$ cat src/hdl/ttb_pkg.sv
package ttb_pkg;

    localparam int POS_WIDTH_DEF     = 32;
    localparam int UV_WIDTH_DEF      = 16;
    localparam int OUT_FRAC_BITS_DEF = 14;

    // Magnitudes are reduced to this many bits before the length is taken.
    localparam int MAG_BITS  = 30;
    localparam int SQ_BITS   = 2 * MAG_BITS + 2;
    localparam int ROOT_BITS = MAG_BITS + 1;
    localparam int CNT_BITS  = 5;

    localparam int MUL_LAST  = 14;
    localparam int SQ_LAST   = 4;
    localparam int SQRT_LAST = ROOT_BITS - 1;

    typedef enum logic [3:0] {
        ST_IDLE,
        ST_MUL,
        ST_LOAD,
        ST_SHIFT,
        ST_SQ,
        ST_SQRT,
        ST_DINIT,
        ST_DIV,
        ST_OUT
    } state_t;

    typedef enum logic [3:0] {
        OP_NONE,
        OP_HOLD,
        OP_EDGES,
        OP_MUL,
        OP_LOAD,
        OP_SHIFT,
        OP_SQ,
        OP_SQRT,
        OP_DINIT,
        OP_DIV,
        OP_DEGEN
    } op_t;

    typedef struct packed {
        op_t                 op;
        logic [CNT_BITS-1:0] cnt;
        logic                vsel;
        logic [1:0]          comp;
        logic [1:0]          phase;
    } cmd_t;

    typedef struct packed {
        logic det_zero;
        logic vec_zero;
        logic vec_big;
    } status_t;

endpackage

$ cat src/hdl/ttb_controller.sv
module ttb_controller #(
    parameter int OUT_FRAC_BITS = ttb_pkg::OUT_FRAC_BITS_DEF
) (
    input  logic             aclk,
    input  logic             aresetn,
    input  logic             s_tvalid,
    output logic             s_tready,
    output logic             m_tvalid,
    input  logic             m_tready,
    input  ttb_pkg::status_t status,
    output ttb_pkg::cmd_t    cmd
);
    import ttb_pkg::*;

    state_t              state_reg, state_next;
    logic [CNT_BITS-1:0] cnt_reg, cnt_next;
    logic [1:0]          comp_reg, comp_next;
    logic                vsel_reg, vsel_next;
    logic [1:0]          phase_reg, phase_next;

    always_ff @(posedge aclk) begin
        if (!aresetn) begin
            state_reg <= ST_IDLE;
            cnt_reg   <= '0;
            comp_reg  <= '0;
            vsel_reg  <= 1'b0;
            phase_reg <= '0;
        end else begin
            state_reg <= state_next;
            cnt_reg   <= cnt_next;
            comp_reg  <= comp_next;
            vsel_reg  <= vsel_next;
            phase_reg <= phase_next;
        end
    end

    always_comb begin
        state_next = state_reg;
        cnt_next   = cnt_reg;
        comp_next  = comp_reg;
        vsel_next  = vsel_reg;
        phase_next = phase_reg;
        unique case (state_reg)
            ST_IDLE: begin
                if (s_tvalid) begin
                    if (phase_reg == 2'd2) begin
                        phase_next = 2'd0;
                        state_next = ST_MUL;
                        cnt_next   = '0;
                    end else begin
                        phase_next = (phase_reg == 2'd1) ? 2'd2 : 2'd1;
                    end
                end
            end
            ST_MUL: begin
                if (cnt_reg == CNT_BITS'(MUL_LAST)) begin
                    state_next = ST_LOAD;
                    vsel_next  = 1'b0;
                end else begin
                    cnt_next = cnt_reg + 1'b1;
                end
            end
            ST_LOAD: begin
                if (!vsel_reg && status.det_zero) begin
                    state_next = ST_OUT;
                end else begin
                    state_next = ST_SHIFT;
                end
            end
            ST_SHIFT: begin
                if (status.vec_zero) begin
                    state_next = ST_OUT;
                end else if (!status.vec_big) begin
                    state_next = ST_SQ;
                    cnt_next   = '0;
                end
            end
            ST_SQ: begin
                if (cnt_reg == CNT_BITS'(SQ_LAST)) begin
                    state_next = ST_SQRT;
                    cnt_next   = '0;
                end else begin
                    cnt_next = cnt_reg + 1'b1;
                end
            end
            ST_SQRT: begin
                if (cnt_reg == CNT_BITS'(SQRT_LAST)) begin
                    state_next = ST_DINIT;
                    comp_next  = '0;
                end else begin
                    cnt_next = cnt_reg + 1'b1;
                end
            end
            ST_DINIT: begin
                state_next = ST_DIV;
                cnt_next   = '0;
            end
            ST_DIV: begin
                if (cnt_reg == CNT_BITS'(OUT_FRAC_BITS)) begin
                    if (comp_reg == 2'd2) begin
                        if (vsel_reg) begin
                            state_next = ST_OUT;
                        end else begin
                            state_next = ST_LOAD;
                            vsel_next  = 1'b1;
                        end
                    end else begin
                        state_next = ST_DINIT;
                        comp_next  = comp_reg + 1'b1;
                    end
                end else begin
                    cnt_next = cnt_reg + 1'b1;
                end
            end
            ST_OUT: begin
                if (m_tready) begin
                    state_next = ST_IDLE;
                end
            end
            default: state_next = ST_IDLE;
        endcase
    end

    always_comb begin
        s_tready  = 1'b0;
        m_tvalid  = 1'b0;
        cmd.op    = OP_NONE;
        cmd.cnt   = cnt_reg;
        cmd.vsel  = vsel_reg;
        cmd.comp  = comp_reg;
        cmd.phase = phase_reg;
        unique case (state_reg)
            ST_IDLE: begin
                s_tready = 1'b1;
                if (s_tvalid) begin
                    cmd.op = (phase_reg == 2'd2) ? OP_EDGES : OP_HOLD;
                end
            end
            ST_MUL:   cmd.op = OP_MUL;
            ST_LOAD:  cmd.op = (!vsel_reg && status.det_zero) ? OP_DEGEN : OP_LOAD;
            ST_SHIFT: begin
                if (status.vec_zero) begin
                    cmd.op = OP_DEGEN;
                end else if (status.vec_big) begin
                    cmd.op = OP_SHIFT;
                end
            end
            ST_SQ:    cmd.op = OP_SQ;
            ST_SQRT:  cmd.op = OP_SQRT;
            ST_DINIT: cmd.op = OP_DINIT;
            ST_DIV:   cmd.op = OP_DIV;
            ST_OUT:   m_tvalid = 1'b1;
            default:  cmd.op = OP_NONE;
        endcase
    end

`ifndef NO_ASSERTIONS
    a_no_overlap: assert property (@(posedge aclk) disable iff (!aresetn)
        !(s_tready && m_tvalid))
        else $error("input and output handshakes open together");
    a_out_to_idle: assert property (@(posedge aclk) disable iff (!aresetn)
        (m_tvalid && m_tready) |=> (state_reg == ST_IDLE))
        else $error("controller did not return to idle after a result beat");
    a_phase_range: assert property (@(posedge aclk) disable iff (!aresetn)
        phase_reg != 2'd3)
        else $error("vertex phase left its range");
    a_third_starts: assert property (@(posedge aclk) disable iff (!aresetn)
        (s_tvalid && s_tready && phase_reg == 2'd2) |=>
            (state_reg == ST_MUL && cnt_reg == '0 && phase_reg == 2'd0))
        else $error("third vertex did not start the product sequence");
`endif

endmodule

$ cat config.mk
export PLATFORM = sky130hd
export DESIGN_NAME = ttb_controller
export DESIGN_NICKNAME = d
export VERILOG_FILES = /design/src/hdl/ttb_pkg.sv /design/src/hdl/ttb_controller.sv
export SDC_FILE = /design/constraint.sdc
export NUM_CORES = 1
export LEC_CHECK = 0
export BUFFER_PORTS_ARGS = -buffer_cell sky130_fd_sc_hd__buf_4
export CAP_MARGIN = 20
export CORE_UTILIZATION = 40
export CTS_CLUSTER_DIAMETER = 50
export CTS_CLUSTER_SIZE = 12
export DETAILED_ROUTE_END_ITERATION = 8
export GPL_ROUTABILITY_DRIVEN = 0
export PLACE_DENSITY = 0.71
export SLEW_MARGIN = 10
export SYNTH_ARGS = -nofsm -noshare
export SYNTH_HDL_FRONTEND = slang
export SYNTH_SLANG_ARGS = --single-unit
$ cat constraint.sdc
create_clock -name aclk -period 2.1 [get_ports aclk]
set_input_delay 0.42 -clock aclk [delete_from_list [all_inputs] [get_ports aclk]]
set_output_delay 0.42 -clock aclk [all_outputs]
set_load 0.05 [all_outputs]
==> out/qor.yml, run 1 <==
timing:
  hold_ws_ps: 413
  fmax_mhz: 499
  finalCriticalPeriod_ps: 2000
  slew_headroom: 0.705
  finClkSkew_ps: 4.34
  slew_viol_final: 0
  fin_crit_sh: 0.953
  hold_viol_final: 0
  rsz0062_at_grt: "false"
  final-setup-viol-count: 0
  worst_pin_slew_ps: 439
die:
  die_w_um: 54.3
  ios: 23
  chipHeight_um: 54.3
  rows: 18
  start_util: 0.433
  core_um2: 2520
  dieArea_um2: 2940
layout:
  regArea_um2: 285
  utilization: 0.545
  n_antenna_cell: 0
  num-fill-cells: 244
  syn_to_final_growth_pct: 25.9
  fin_nets: 187
  multi_input_area_um2: 768
  largest_register_ffs: 5
  drive_above_1_share: 0.260
pwr:
  internal_power_mw: 0.543
  power-per-cell-area_nw_per_um2: 680
  clockPowerShare: 0.216
  combPwrFrac: 0.440
  p_seq_frac: 0.344
  switching_share: 0.419
  ir_drop_uv: 542
  leakage_nw: 0.548
  power.switching_mw: 0.392
setup_path:
  cp-startpoint: "state_reg[0]"
  reg2reg_slack_ps: 270
  path_delay_family: "flip-flops"
  worstPathArrival_ps: 1580
  crit_slowest_cell: "dfxtp_2"
  start_kind: "flop"
  rr_endpoint: "comp_reg[0]"
  cp-end-kind: "output port"
  path_class: "flop to output port"
  crit_chain: "mux2i_1, nor2_1, nor2_1, nor2_2, buf_4"
  max_stage_delay_ps: 490
  cp.depth: 5
  r2r_cells: 7
  crit_path_frequent_cell: "nor2_1"
  r2r_start: "comp_reg[0]"
  path_buf_inv: 1
  cp_max_fo: 13
  cp-endpoint: "cmd[11]"
  required_ps: 1680
grt:
  antenna_found_initial: 0
  grt-ovfl-total: 0
  grt_pass1_vias: 1055
  grtUsageTotal: 0.212
  grt_pass1_wl_um: 4560
  grt_start_max_net_pins: 15
logic_synthesis:
  avgSynthCellArea_um2: 7.28
  synth_flop_cell: "dfxtp_1"
  ys_seq_elements: 14
  synthCells: 150
  synth_area_um2: 1090
  async_reset_ff_frac: 0
  syn_nets: 163
  seq_area_frac_synth: 0.257
  synth_edf_count: 0
  yosysUniqueCellTypes: 37
  ys.warnings.count: 0
route:
  num_vias: 1160
  dr.pass1.iters: 4
  via_per_inst: 5.71
  finalWirelength_um: 2710
  drc: 0
  wl_per_cell_um: 13.3
  ant_nets: 0
  drtIter0Drc: 25
status:
  status: "finished, final reports clean"
clock_network:
  clk_latency_ps: 290
  path_clk_slew_ps: 90
  cts_hold_buf: 0
  tritoncts: "done"
  cts_setup_buffers: 0
  cts_buffer_depth: 2
  cts-buffers-inserted: 3
  cts_root_buf: "clkbuf_4"
  cts_num_sinks: 14
  htreeDepth: 1
min_path:
  hp-class: "input pin to flop"
  min_from: "m_tready"
flow_run:
  maxCapViolCount: 0
placed_design:
  port_buffers: 22
  hpwl_um: 2060
[logic make-up after synthesis]
| kind of cell | Yosys count | synth area share |
|---|---|---|
| AND/OR/NAND/NOR | 69 | 0.337 |
| AO/OA/AOI/OAI | 39 | 0.223 |
| buffers and inverters | 18 | 0.0790 |
| flip-flops | 14 | 0.257 |
| adder cells (fa/ha/maj) | 6 | 0.0687 |
| multiplexers | 3 | 0.0275 |
| XOR/XNOR | 1 | 0.00802 |
[routing by layer]
metal / global-route usage / wire, um / up-vias
li1: - / - / 573
met1: 0.269 / 1250 / 542
met3: 0.0250 / 125 / 5
met4: 0.0940 / 42 / 0
met5: 0 / 0 / -
met2: 0.356 / 1290 / 40
[placed cells by master (no fill, tap or decap), types with 2 or more instances in the layout]
cell type and count:
nor2b_1 9, nand4b_1 2, nand3_1 6, and2_1 2, or3_1 3, inv_1 8
a31oi_1 3, ha_1 6, nand2_1 15, o21ai_0 9, dfxtp_1 10, nor2_1 14
a21boi_0 3, a21oi_1 11, nor3b_1 2, o31ai_1 2, dfxtp_2 4, clkbuf_4 3
mux2i_1 3, nor3_1 2, buf_4 29, nand3b_1 2, a211oi_1 3, nand4_1 2
nand2b_1 2, o211ai_1 3
[what timing repair did]
action / in CTS / in global routing
cloned: 0 / 0
pin swaps: 0 / 1
gates resized for setup: 3 / 2
endpoints found under the setup margin: 2 / 4
[worst register-to-register path, delay by kind of cell, from the launching register on]
| family | cells | cell delay (ps) |
|---|---|---|
| compound gates | 2 | 210 |
| fa+ha+maj | 1 | 240 |
| buf+inv | 1 | 60 |
| flops | 1 | 380 |
| simple gates | 3 | 900 |
[synthesized netlist by cell type (2+ instances only)]
library cell	count	area (um^2)
nand3b_1	2	15.0
a21oi_1	11	55.1
a21boi_0	3	22.5
a211oi_1	4	30.0
nand4_1	2	12.5
nor2_1	15	56.3
o21ai_0	10	50.1
nand4b_1	2	17.5
nor2b_1	9	56.3
o31ai_1	2	15.0
o211ai_1	3	22.5
nor3b_1	2	15.0
nand2b_1	2	12.5
dfxtp_1	14	280
ha_1	6	75.1
and2_1	2	12.5
nand3_1	6	30.0
nor3_1	2	10.0
or3_1	3	18.8
a31oi_1	3	18.8
mux2i_1	3	30.0
clkbuf_1	2	7.51
inv_1	8	30.0
nand2_1	16	60.1
buf_2	6	30.0
[worst min-delay path by stage]
stage | to | slack [ps] | cells past startpoint
after global placement | comp_reg[1] | 460 | 2
after CTS | state_reg[3] | 400 | 3
after floorplan | vsel_reg | 460 | 2
final | state_reg[3] | 410 | 3
after detailed placement | comp_reg[0] | 480 | 2
after global routing | state_reg[3] | 420 | 3
[through the flow]
step,instance area [um^2],TNS [ps],setup slack [ps],cells,power (mW)
6_report,1380,0,97.9,203,0.934
5_1_grt,1380,0,23.1,203,0.987
4_1_cts,1370,0,4.95,203,0.934
3_5_place_dp,1330,0,170,199,0.730
3_3_place_gp,1330,0,239,199,0.724
2_1_floorplan,1130,-307,-223,150,0.620
[cell type report]
type / count / area share
tap: 30 / 0.0273
multi-input combinational: 118 / 0.559
timing repair buffer: 29 / 0.158
sequential: 14 / 0.207
inverter: 8 / 0.0218
clock buffer: 4 / 0.0264
[power by group through the flow]
stage | clock, mW | sequential (mW) | combinational (mW)
after floorplan | 0 | 0.324 | 0.297
after global placement | 0 | 0.324 | 0.400
after detailed placement | 0 | 0.325 | 0.405
after CTS | 0.207 | 0.320 | 0.407
after global routing | 0.220 | 0.326 | 0.440
final | 0.202 | 0.322 | 0.411
(Power assumes the default switching activity.)
==> inputs of run 2 (changes only) <==
--- a/config.mk
+++ b/config.mk
@@ -7,12 +7,14 @@
 export LEC_CHECK = 0
 export BUFFER_PORTS_ARGS = -buffer_cell sky130_fd_sc_hd__buf_4
 export CAP_MARGIN = 20
-export CORE_UTILIZATION = 40
+export CELL_PAD_IN_SITES_DETAIL_PLACEMENT = 0
+export CELL_PAD_IN_SITES_GLOBAL_PLACEMENT = 1
+export CORE_UTILIZATION = 30
 export CTS_CLUSTER_DIAMETER = 50
 export CTS_CLUSTER_SIZE = 12
 export DETAILED_ROUTE_END_ITERATION = 8
 export GPL_ROUTABILITY_DRIVEN = 0
-export PLACE_DENSITY = 0.71
+export PLACE_DENSITY = 0.73
 export SLEW_MARGIN = 10
 export SYNTH_ARGS = -nofsm -noshare
 export SYNTH_HDL_FRONTEND = slang
==> run 2 against run 1 <==
  * Cell count rose by 7.9%
  * Critical endpoint is now cmd[10]
  * Worst setup slack got worse by 7.1 ps
  * Worst hold slack got worse by 10 ps
==> out/qor.yml, run 2 (same netlist as run 1, synthesis figures left out) <==
status:
  status: "finished, final reports clean"
clock_network:
  cts_num_sinks: 14  # unchanged
  cts_buffer_depth: 2  # unchanged
  cts-buffers-inserted: 3  # unchanged
  htreeDepth: 1  # unchanged
  tritoncts: "done"
  path_clk_slew_ps: 90  # about the same
  cts_root_buf: "clkbuf_4"
  cts_hold_buf: 0  # unchanged
  clk_latency_ps: 280  # about the same
layout:
  syn_to_final_growth_pct: 26.8
  n_antenna_cell: 0  # unchanged
  drive_above_1_share: 0.249  # -0.0116
  largest_register_ffs: 5  # unchanged
  final_cells: 219  # +7.9%
  num-fill-cells: 381  # +56%
  mostFrequentLayoutCells: "30 x buf_4, 16 x nand2_1, 14 x nor2_1"
  fin_nets: 188  # +0.53%
  utilization: 0.405  # -0.140
  final_common_cell: "buf_4"
timing:
  final-setup-viol-count: 0  # unchanged
  worst_pin_slew_ps: 450  # +10.4 ps
  finalCriticalPeriod_ps: 2010  # +7.13 ps
  slew_viol_final: 0  # unchanged
  fin_crit_sh: 0.957  # +0.00340
  rsz0062_at_grt: "false"
  fmax_mhz: 498  # -0.35%
  slew_headroom: 0.700  # -0.00572
  fin_ws_ps: 90.7  # -7.13 ps
  tns_ps: 0  # unchanged
  hold_ws_ps: 403  # -10.4 ps
  finClkSkew_ps: 6.51  # +2.18 ps
  hold_viol_final: 0  # unchanged
setup_path:
  max_stage_delay_ps: 310  # -180 ps
  start_kind: "flop"
  required_ps: 1680  # about the same
  crit_chain: "buf_4, nor4_4, nand2_1, o21ai_4, buf_4"
  crit_path_frequent_cell: "buf_4"
  crit_slowest_cell: "dfxtp_1"
  cp_max_fo: 17  # +4
  cp-end-kind: "output port"
  worstPathArrival_ps: 1590  # about the same
  path_class: "flop to output port"
pwr:
  leakage_nw: 0.543  # -0.85%
  power-per-cell-area_nw_per_um2: 660  # -2.9%
  ir_drop_uv: 259  # -52%
route:
  num_vias: 1138  # -1.9%
  wl_per_cell_um: 12.9  # -3.1%
  ant_nets: 0  # unchanged
  drc: 0  # unchanged
  finalWirelength_um: 2830  # +4.6%
  dr.pass1.iters: 4  # unchanged
  drtIter0Drc: 44  # +76%
  via_per_inst: 5.20  # -9.1%
grt:
  grtUsageTotal: 0.158  # -0.0540
  grt_pass1_wl_um: 4930  # +8.2%
  grt_pass1_vias: 1101  # +4.4%
  antenna_found_initial: 0  # unchanged
  grt-ovfl-total: 0  # unchanged
  grt_start_max_net_pins: 18  # +3
die:
  die_w_um: 62.3  # +15%
  chipHeight_um: 62.3  # +15%
  dieArea_um2: 3890  # +32%
  core_um2: 3420  # +35%
  ios: 23  # unchanged
  start_util: 0.320  # -0.113
  rows: 21  # +3
placed_design:
  pre_cts_ws_ps: 155  # -15.5 ps
  hpwl_um: 2120  # +3.0%
  port_buffers: 22  # unchanged
  place_inst: 214  # +7.5%
min_path:
  hp-class: "input pin to flop"
flow_run:
  maxCapViolCount: 0  # unchanged
==> run 2: cell type report <==
class / instances / area, um^2 / area share
flip-flops and latches: 14 / 284 / 0.205
multi-input cells: 118 / 766 / 0.553
repair buffers: 30 / 225 / 0.163
clock buffers: 3 / 22.5 / 0.0163
well taps: 46 / 57.6 / 0.0416
inverters: 8 / 30.0 / 0.0217
==> run 2: worst paths after layout <==
kind	start	to	slack (ps)	cells after the start
max	state_reg[1]	cmd[10]	90	5
min	m_tready	state_reg[3]	400	3
max reg2reg	phase_reg[1]	cnt_reg[4]	280	6
min reg2reg	comp_reg[1]	comp_reg[1]	490	2
==> run 2: routing by layer <==
| metal | part of all wire | global-route usage |
|---|---|---|
| met2 | 0.47 | 0.269 |
| met3 | 0.038 | 0.0441 |
| met4 | 0.017 | 0.0407 |
| met5 | 0 | 0 |
| met1 | 0.47 | 0.194 |
==> run 2: what timing repair did <==
item                                    4_1_cts  5_1_grt
endpoints found under the setup margin        3        1
pin swaps                                     0        1
buffers inserted                              0        2
resized for setup                             3        0
==> run 2: per-stage QoR <==
| stage | total power, mW | cell area [um^2] |
|---|---|---|
| floorplan | 0.620 | 1130 |
| global placement | 0.729 | 1340 |
| detailed placement | 0.735 | 1340 |
| CTS | 0.902 | 1370 |
| global route | 0.972 | 1390 |
| finish | 0.914 | 1390 |
==> run 2: worst max-delay path, delay by kind of cell (launching register included) <==
kind | cells | cell delay (ps)
DFF | 1 | 310
buffers and inverters | 2 | 390
and+or+nand+nor | 2 | 460
AOI/OAI and AO/OA | 1 | 130
==> run 2: power breakdown <==
group | internal [mW] | total, mW | switching, mW
Clock | 0.0666 | 0.162 | 0.0952
Combinational | 0.171 | 0.441 | 0.270
Sequential | 0.282 | 0.311 | 0.0288
Total | 0.519 | 0.914 | 0.394
